===== src/rtl/tras_pkg.sv =====
`timescale 1ns / 1ps

package tras_pkg;

    // Fixed field widths
    localparam int DATA_W = 8;
    localparam int CFG_W  = 10;
    localparam int TIME_W = 32;
    localparam int LEN_W  = 16;

    // Default sizing
    localparam int DEF_RING_DEPTH  = 1024;
    localparam int DEF_CHUNK_BYTES = 32;

    // Input item codes
    localparam logic [1:0] FUNC_HEADER = 2'd0;
    localparam logic [1:0] FUNC_BYTE   = 2'd1;
    localparam logic [1:0] FUNC_WRITE  = 2'd2;
    localparam logic [1:0] FUNC_CLEAR  = 2'd3;

    // Result kinds
    localparam logic [1:0] KIND_ANSWER  = 2'd0;
    localparam logic [1:0] KIND_SENT    = 2'd1;
    localparam logic [1:0] KIND_WREPORT = 2'd2;
    localparam logic [1:0] KIND_CREPORT = 2'd3;

    // Admission answers
    localparam logic [2:0] STATUS_ACCEPT    = 3'd0;
    localparam logic [2:0] STATUS_NO_SPACE  = 3'd1;
    localparam logic [2:0] STATUS_BP        = 3'd2;
    localparam logic [2:0] STATUS_THROTTLED = 3'd3;
    localparam logic [2:0] STATUS_RESERVE   = 3'd4;

    // Configuration register indexes
    localparam logic [1:0] CFG_IDX_RESERVE = 2'd0;
    localparam logic [1:0] CFG_IDX_HIGH    = 2'd1;
    localparam logic [1:0] CFG_IDX_LOW     = 2'd2;

    typedef enum logic [1:0] {
        ST_IDLE,
        ST_SEND,
        ST_REPORT
    } t_state;

    typedef struct packed {
        logic [CFG_W-1:0] critical_reserve;
        logic [CFG_W-1:0] high_water;
        logic [CFG_W-1:0] low_water;
    } t_cfg;

    typedef struct packed {
        logic pending_nz;
        logic blocked;
        logic throttle;
    } t_flags;

endpackage


===== src/rtl/tras_admit.sv =====
`timescale 1ns / 1ps

module tras_admit #(
    parameter int RING_DEPTH = tras_pkg::DEF_RING_DEPTH,
    localparam int PW = $clog2(RING_DEPTH)
) (
    input  tras_pkg::t_cfg              i_cfg,
    input  tras_pkg::t_flags            i_flags,
    input  logic [PW-1:0]               i_queued,
    input  logic [PW-1:0]               i_queued_post,
    input  logic [tras_pkg::LEN_W-1:0]  i_length,
    input  logic                        i_critical,
    output logic [2:0]                  o_status,
    output logic                        o_throttle_next
);
    import tras_pkg::*;

    localparam int AW = ((PW > LEN_W) ? PW : LEN_W) + 2;
    localparam logic [AW-1:0] CAPACITY = AW'(RING_DEPTH - 1);

    logic [AW-1:0] w_q;
    logic [AW-1:0] w_qp;
    logic [AW-1:0] w_len;
    logic [AW-1:0] w_res;
    logic [AW-1:0] w_hw;
    logic [AW-1:0] w_lw;
    logic [AW-1:0] w_limit;
    logic [AW-1:0] w_sum;

    assign w_q   = AW'(i_queued);
    assign w_qp  = AW'(i_queued_post);
    assign w_len = AW'(i_length);
    assign w_res = AW'(i_cfg.critical_reserve);
    assign w_hw  = AW'(i_cfg.high_water);
    assign w_lw  = AW'(i_cfg.low_water);
    assign w_sum = w_q + w_len;

    // Space left to normal packets after the critical reserve
    assign w_limit = (w_res >= CAPACITY) ? CAPACITY : CAPACITY - w_res;

    // Rank the admission answers
    always_comb begin
        if (i_flags.pending_nz || (w_len > CAPACITY - w_q)) begin
            o_status = STATUS_NO_SPACE;
        end else if (i_critical) begin
            o_status = STATUS_ACCEPT;
        end else if (i_flags.blocked) begin
            o_status = STATUS_BP;
        end else if (i_flags.throttle) begin
            o_status = STATUS_THROTTLED;
        end else if ((w_hw != '0) && (w_sum >= w_hw)) begin
            o_status = STATUS_THROTTLED;
        end else if (w_sum > w_limit) begin
            o_status = STATUS_RESERVE;
        end else begin
            o_status = STATUS_ACCEPT;
        end
    end

    // Apply watermark hysteresis to the level after the item
    always_comb begin
        if (w_hw == '0) begin
            o_throttle_next = 1'b0;
        end else if (!i_flags.throttle && (w_qp >= w_hw)) begin
            o_throttle_next = 1'b1;
        end else if (i_flags.throttle && (w_qp <= w_lw)) begin
            o_throttle_next = 1'b0;
        end else begin
            o_throttle_next = i_flags.throttle;
        end
    end

endmodule


===== config.mk =====
export PLATFORM = sky130hd
export DESIGN_NAME = tras_admit
export DESIGN_NICKNAME = d
export VERILOG_FILES = /design/src/rtl/tras_pkg.sv /design/src/rtl/tras_admit.sv
export SDC_FILE = /design/constraint.sdc
export NUM_CORES = 1
export LEC_CHECK = 0
export BUFFER_PORTS_ARGS = -buffer_cell sky130_fd_sc_hd__buf_2
export CELL_PAD_IN_SITES_DETAIL_PLACEMENT = 1
export CELL_PAD_IN_SITES_GLOBAL_PLACEMENT = 2
export CORE_MARGIN = 10
export CORE_UTILIZATION = 27
export DETAILED_ROUTE_END_ITERATION = 12
export GPL_TIMING_DRIVEN = 0
export PLACE_DENSITY_LB_ADDON = 0.1
export SETUP_SLACK_MARGIN = 0.2
export SLEW_MARGIN = 10
export SYNTH_ARGS = -nofsm -noshare
export SYNTH_HDL_FRONTEND = slang
export SYNTH_SLANG_ARGS = --single-unit

===== constraint.sdc =====
create_clock -name vclk -period 4.6
set_input_delay 0.69 -clock vclk [all_inputs]
set_output_delay 0.69 -clock vclk [all_outputs]
set_load 0.01 [all_outputs]

Word-level counts from Yosys, hierarchy flattened
Cells that the tools add are included.
Storage, ports and cells
  register bits: 0
  input port bits: 70
  word-level logic and storage cells: 26
Operators by class
  add/sub/neg operators: 3
  $lt $le $gt $ge: 6
  muxes and demuxes: 10
  reduce and logical (&&, ||, !) cells: 7
Operator list (count)
  $sub A10 B10 Y11 const A: 2
  $gt A16 B18 Y1: 1
  $gt A17 B18 Y1: 1
  $logic_not A18 Y1: 1
  $mux W18: 1
  $mux W3: 6
  $reduce_bool A18 Y1: 1
  $add A10 B16 Y17: 1
  $ge A17 B10 Y1: 1
  $ge A10 B10 Y1: 1
  $ge A10 B10 Y1 const B: 1
  $le A10 B10 Y1: 1
  $logic_and A1 B1 Y1: 3
  $mux W1: 3
  $logic_not A1 Y1: 1
  $logic_or A1 B1 Y1: 1

Depth between registers and ports, before layout
  depth in word-level cells: 9
  mapped depth: 18
  mapped depth without buffers: 18

Least setup slack after synthesis
OpenSTA, ideal clock, no wires.
  kind: input to output
  start: input port i_queued[0]
  end: output port o_status[2]
  arrival time: 3.363 ns
  required time: 3.910 ns
  path slack: 0.547 ns
  stages on the path: 18
  path buffers: 0
  path through: ha_1 inv_1 fa_1 nor2b_1 o31a_1 nor2_1 nor2_1 o21ai_0 nand2b_1 a21oi_1 xnor2_1 ha_1 a21oi_1 o21ai_0 a21oi_1 nand3_1 o21a_1 nor3_1
Between the ends
  longest elaborated chain between the ends: 8
  elaborated cells on any way between the ends: 13
  classes of those cells: 2 x add/sub; 3 x order compare; 6 x mux; 2 x reduce/logical
Ends and longest elaborated chain
  start, declared: RTL line tras_admit.sv:9  | input logic [PW-1:0] i_queued,
  $add A10 B16 Y17: RTL line tras_admit.sv:36  | assign w_sum = w_q + w_len;
  $gt A17 B18 Y1 / $ge A17 B10 Y1 (equally long branches): RTL line tras_admit.sv:53, tras_admit.sv:51
  $mux W3 / $logic_and A1 B1 Y1 (equally long branches): RTL line tras_admit.sv:53, tras_admit.sv:51
  $mux W3: RTL line tras_admit.sv:51  | end else if ((w_hw != '0) && (w_sum >= w_hw)) begin
  $mux W3: RTL line tras_admit.sv:49  | end else if (i_flags.throttle) begin
  $mux W3: RTL line tras_admit.sv:47  | end else if (i_flags.blocked) begin
  $mux W3: RTL line tras_admit.sv:45  | end else if (i_critical) begin
  $mux W3 *: RTL line tras_admit.sv:43  | if (i_flags.pending_nz || (w_len > CAPACITY - w_q)) begin
  end, declared: RTL line tras_admit.sv:13  | output logic [2:0] o_status,
Every way passes the cells marked *; elsewhere a longest branch is shown, timed or not.

Worst setup path in the final report
  start: input port i_queued[3]
  end: output port o_status[2]
The elaborated chain is that of the path after synthesis.

==> reports/qor.csv <==
metric,value,unit
core box area,0.00646,mm2
synthesized instance count,249,
Cell Pwr Density,121,mW/mm2
initial antenna violation count,1,
post-synth net total,371,
post-route cell area,0.00242,mm2
setup repair after global routing missed its margin,true,
post-synthesis sequential area ratio,0,%
Total Routing Usage GR,10.9,%
drc violations,0,
share of post-route cells with drive strength above 1,30.7,%
synth unique cells,40,
Die Outline Area,0.0105,mm2
number of vias in the routed layout,2050,
final total negative setup slack,0,ps
Worst VDD drop,0.0449,mV
"critical path fanouts, max",7,
number of detailed-route iterations in the first pass,3,
final cell count without fillers,406,
number of hold-repair buffers added at the cts stage,0,
synth-to-layout area growth,32.1,%
Lkg Pwr,1.25,nW
post-place instance area,0.00229,mm2
detailed-placement wirelength estimate,5440,um
largest net degree at the start of global routing,11,
fill cell count,846,
slack of the critical path,395,ps
count of placed standard cells including taps,399,
slew margin rel.,38.0,%
CP arrival,3520,ps
# clk buffers,0,
endpoint type of the worst setup path,primary output,
footprint of the multi-input gates,0.00177,mm2
area of the mapped netlist,0.00183,mm2
final worst-path cycle share,91.4,%
data required time at the worst endpoint,3910,ps
class of the most critical setup path,in -> out,
Port-buffer cells,73,
final wirelength,5970,um
Register Area,0,um2
FFs & Latches,0,
max-slew violation count,0,
Initial Util,28.4,%
via/cell ratio,5.05,
slew at the pin closest to its max-slew limit,923,ps
global-route congestion overflow total,0,
final net count,453,
library cell with the largest summed area after synthesis,sky130_fd_sc_hd__ha_1,
Synth top area share,34.8,%
final worst path period need,4210,ps
antenna violation net count after detailed routing,0,
number of maximum-capacitance violations,0,
WL/cell,14.7,um
Setup Viol. Count Final,0,
list of cells traversed by the critical path,"buf_2, ha_1, a21o_1, a221oi_4, o21bai_1, a21oi_1, xnor2_1, ha_1, o21ai_0, a21oi_1, a221oi_2, o21ai_1, o211ai_1, nor3_1, buf_2",
critical path startpoint category,input port,
f_max,238,MHz
die extent in x,102,um
initial drt markers,32,
Worst Hold Class,in -> out,
Fin. Hold Viols,0,
Syn Area/Cell,7.36,um2
top cells by area in the synthesized netlist,"sky130_fd_sc_hd__ha_1, sky130_fd_sc_hd__a21oi_1, sky130_fd_sc_hd__inv_1",
setup slack after placement,-20.1,ps
antenna fix cells,0,
I/O pin count,74,
status,completed,
number of global-route vias before repair,2184,
Final Wtd Congestion,0.795,
delay contributed by the slowest stage of the critical path,380,ps
Synth Warn #,0,
Die Y,102,um
Critical Path Slowest Stage Cell,sky130_fd_sc_hd__ha_1,
Site Rows,29,
wire length of the first global-routing pass,9760,um
[area by class of cell]
cell class,instances,share of cell area (%)
Timing Repair Buffer,80,17.9
Tap cell,77,3.98
Multi-Input combinational cell,216,73.0
Buffer,1,0.155
Inverter,32,4.96
[cell usage in the layout, fill, tap and decap left out, types with 2 or more instances in the layout]
cell type                   n
sky130_fd_sc_hd__buf_2     71
sky130_fd_sc_hd__ha_1      49
sky130_fd_sc_hd__inv_1     31
sky130_fd_sc_hd__a21oi_1   25
sky130_fd_sc_hd__nor2_1    14
sky130_fd_sc_hd__nor2b_1   14
sky130_fd_sc_hd__nand2_1   13
sky130_fd_sc_hd__o21ai_0   10
sky130_fd_sc_hd__nand4_1   10
sky130_fd_sc_hd__nor3_1    10
sky130_fd_sc_hd__nand3_1    7
sky130_fd_sc_hd__buf_4      7
sky130_fd_sc_hd__a21o_1     6
sky130_fd_sc_hd__o211ai_1   6
sky130_fd_sc_hd__xnor2_1    4
sky130_fd_sc_hd__nand2b_1   4
sky130_fd_sc_hd__o21ai_1    4
sky130_fd_sc_hd__o21a_1     3
sky130_fd_sc_hd__o31a_1     2
sky130_fd_sc_hd__a21oi_2    2
sky130_fd_sc_hd__xnor2_2    2
sky130_fd_sc_hd__a211o_1    2
sky130_fd_sc_hd__o211ai_2   2
sky130_fd_sc_hd__and4_1     2
sky130_fd_sc_hd__nand3_2    2
sky130_fd_sc_hd__nor3b_1    2
sky130_fd_sc_hd__nor4_1     2
sky130_fd_sc_hd__ha_4       2
[logic make-up (layout without fill, tap and decap cells)]
kind of cell / after synthesis / after routing / synth area share (%)
adders and majority gates: 52 / 52 / 35.9
buffers and inverters: 33 / 113 / 6.76
and+or+nand+nor: 86 / 86 / 26.1
AOI/OAI and AO/OA: 70 / 70 / 27.2
muxes: 1 / 1 / 0.614
xor gates and xnor gates: 7 / 7 / 3.34
[final timing paths]
check | cells past startpoint | from | slack [ps] | to
hold / removal | 3 | i_flags[1] | 1700 | o_status[1]
setup / recovery | 15 | i_queued[3] | 390 | o_status[2]
[routing by layer]
layer | global-route usage [%] | routed length (um)
met3 | 2.56 | 463
met4 | 0 | 0
met5 | 0 | 0
met2 | 19.7 | 2790
met1 | 13.5 | 2710
[stage by stage]
| step | power (mW) | hold WS, ps | utilization [%] |
|---|---|---|---|
| 2_1_floorplan | 0.184 | 1430 | - |
| 3_3_place_gp | 0.266 | 1710 | 35.5 |
| 3_5_place_dp | 0.271 | 1710 | 35.5 |
| 4_1_cts | 0.279 | 1710 | 36.0 |
| 5_1_grt | 0.339 | 1740 | 37.5 |
| 6_report | 0.293 | 1700 | 37.5 |
[worst max-delay path, delay by kind of cell]
family	cells	cell delay [ps]
buffers and inverters	2	240
adder cells (fa/ha/maj)	2	690
AND/OR/NAND/NOR	1	60
AO/OA/AOI/OAI	9	1620
XOR/XNOR	1	220
[synthesized netlist by cell type (7+ instances only)]
| library cell | number |
|---|---|
| sky130_fd_sc_hd__ha_1 | 51 |
| sky130_fd_sc_hd__nand2_1 | 13 |
| sky130_fd_sc_hd__o21ai_0 | 13 |
| sky130_fd_sc_hd__nor2b_1 | 15 |
| sky130_fd_sc_hd__a21oi_1 | 27 |
| sky130_fd_sc_hd__nand3_1 | 7 |
| sky130_fd_sc_hd__nand4_1 | 10 |
| sky130_fd_sc_hd__inv_1 | 32 |
| sky130_fd_sc_hd__nor2_1 | 14 |
| sky130_fd_sc_hd__nor3_1 | 10 |
[report_power, final]
part	total, mW	switching [mW]	internal (mW)
logic	0.293	0.153	0.139
clock network	0	0	0
registers	0	0	0
[what timing repair did]
action                                  4_1_cts  5_1_grt
pin swaps                                     9       12
gates resized for setup                       4       16
setup buffers                                 3        4
endpoints found under the setup margin        3        3
(Power assumes the default switching activity.)
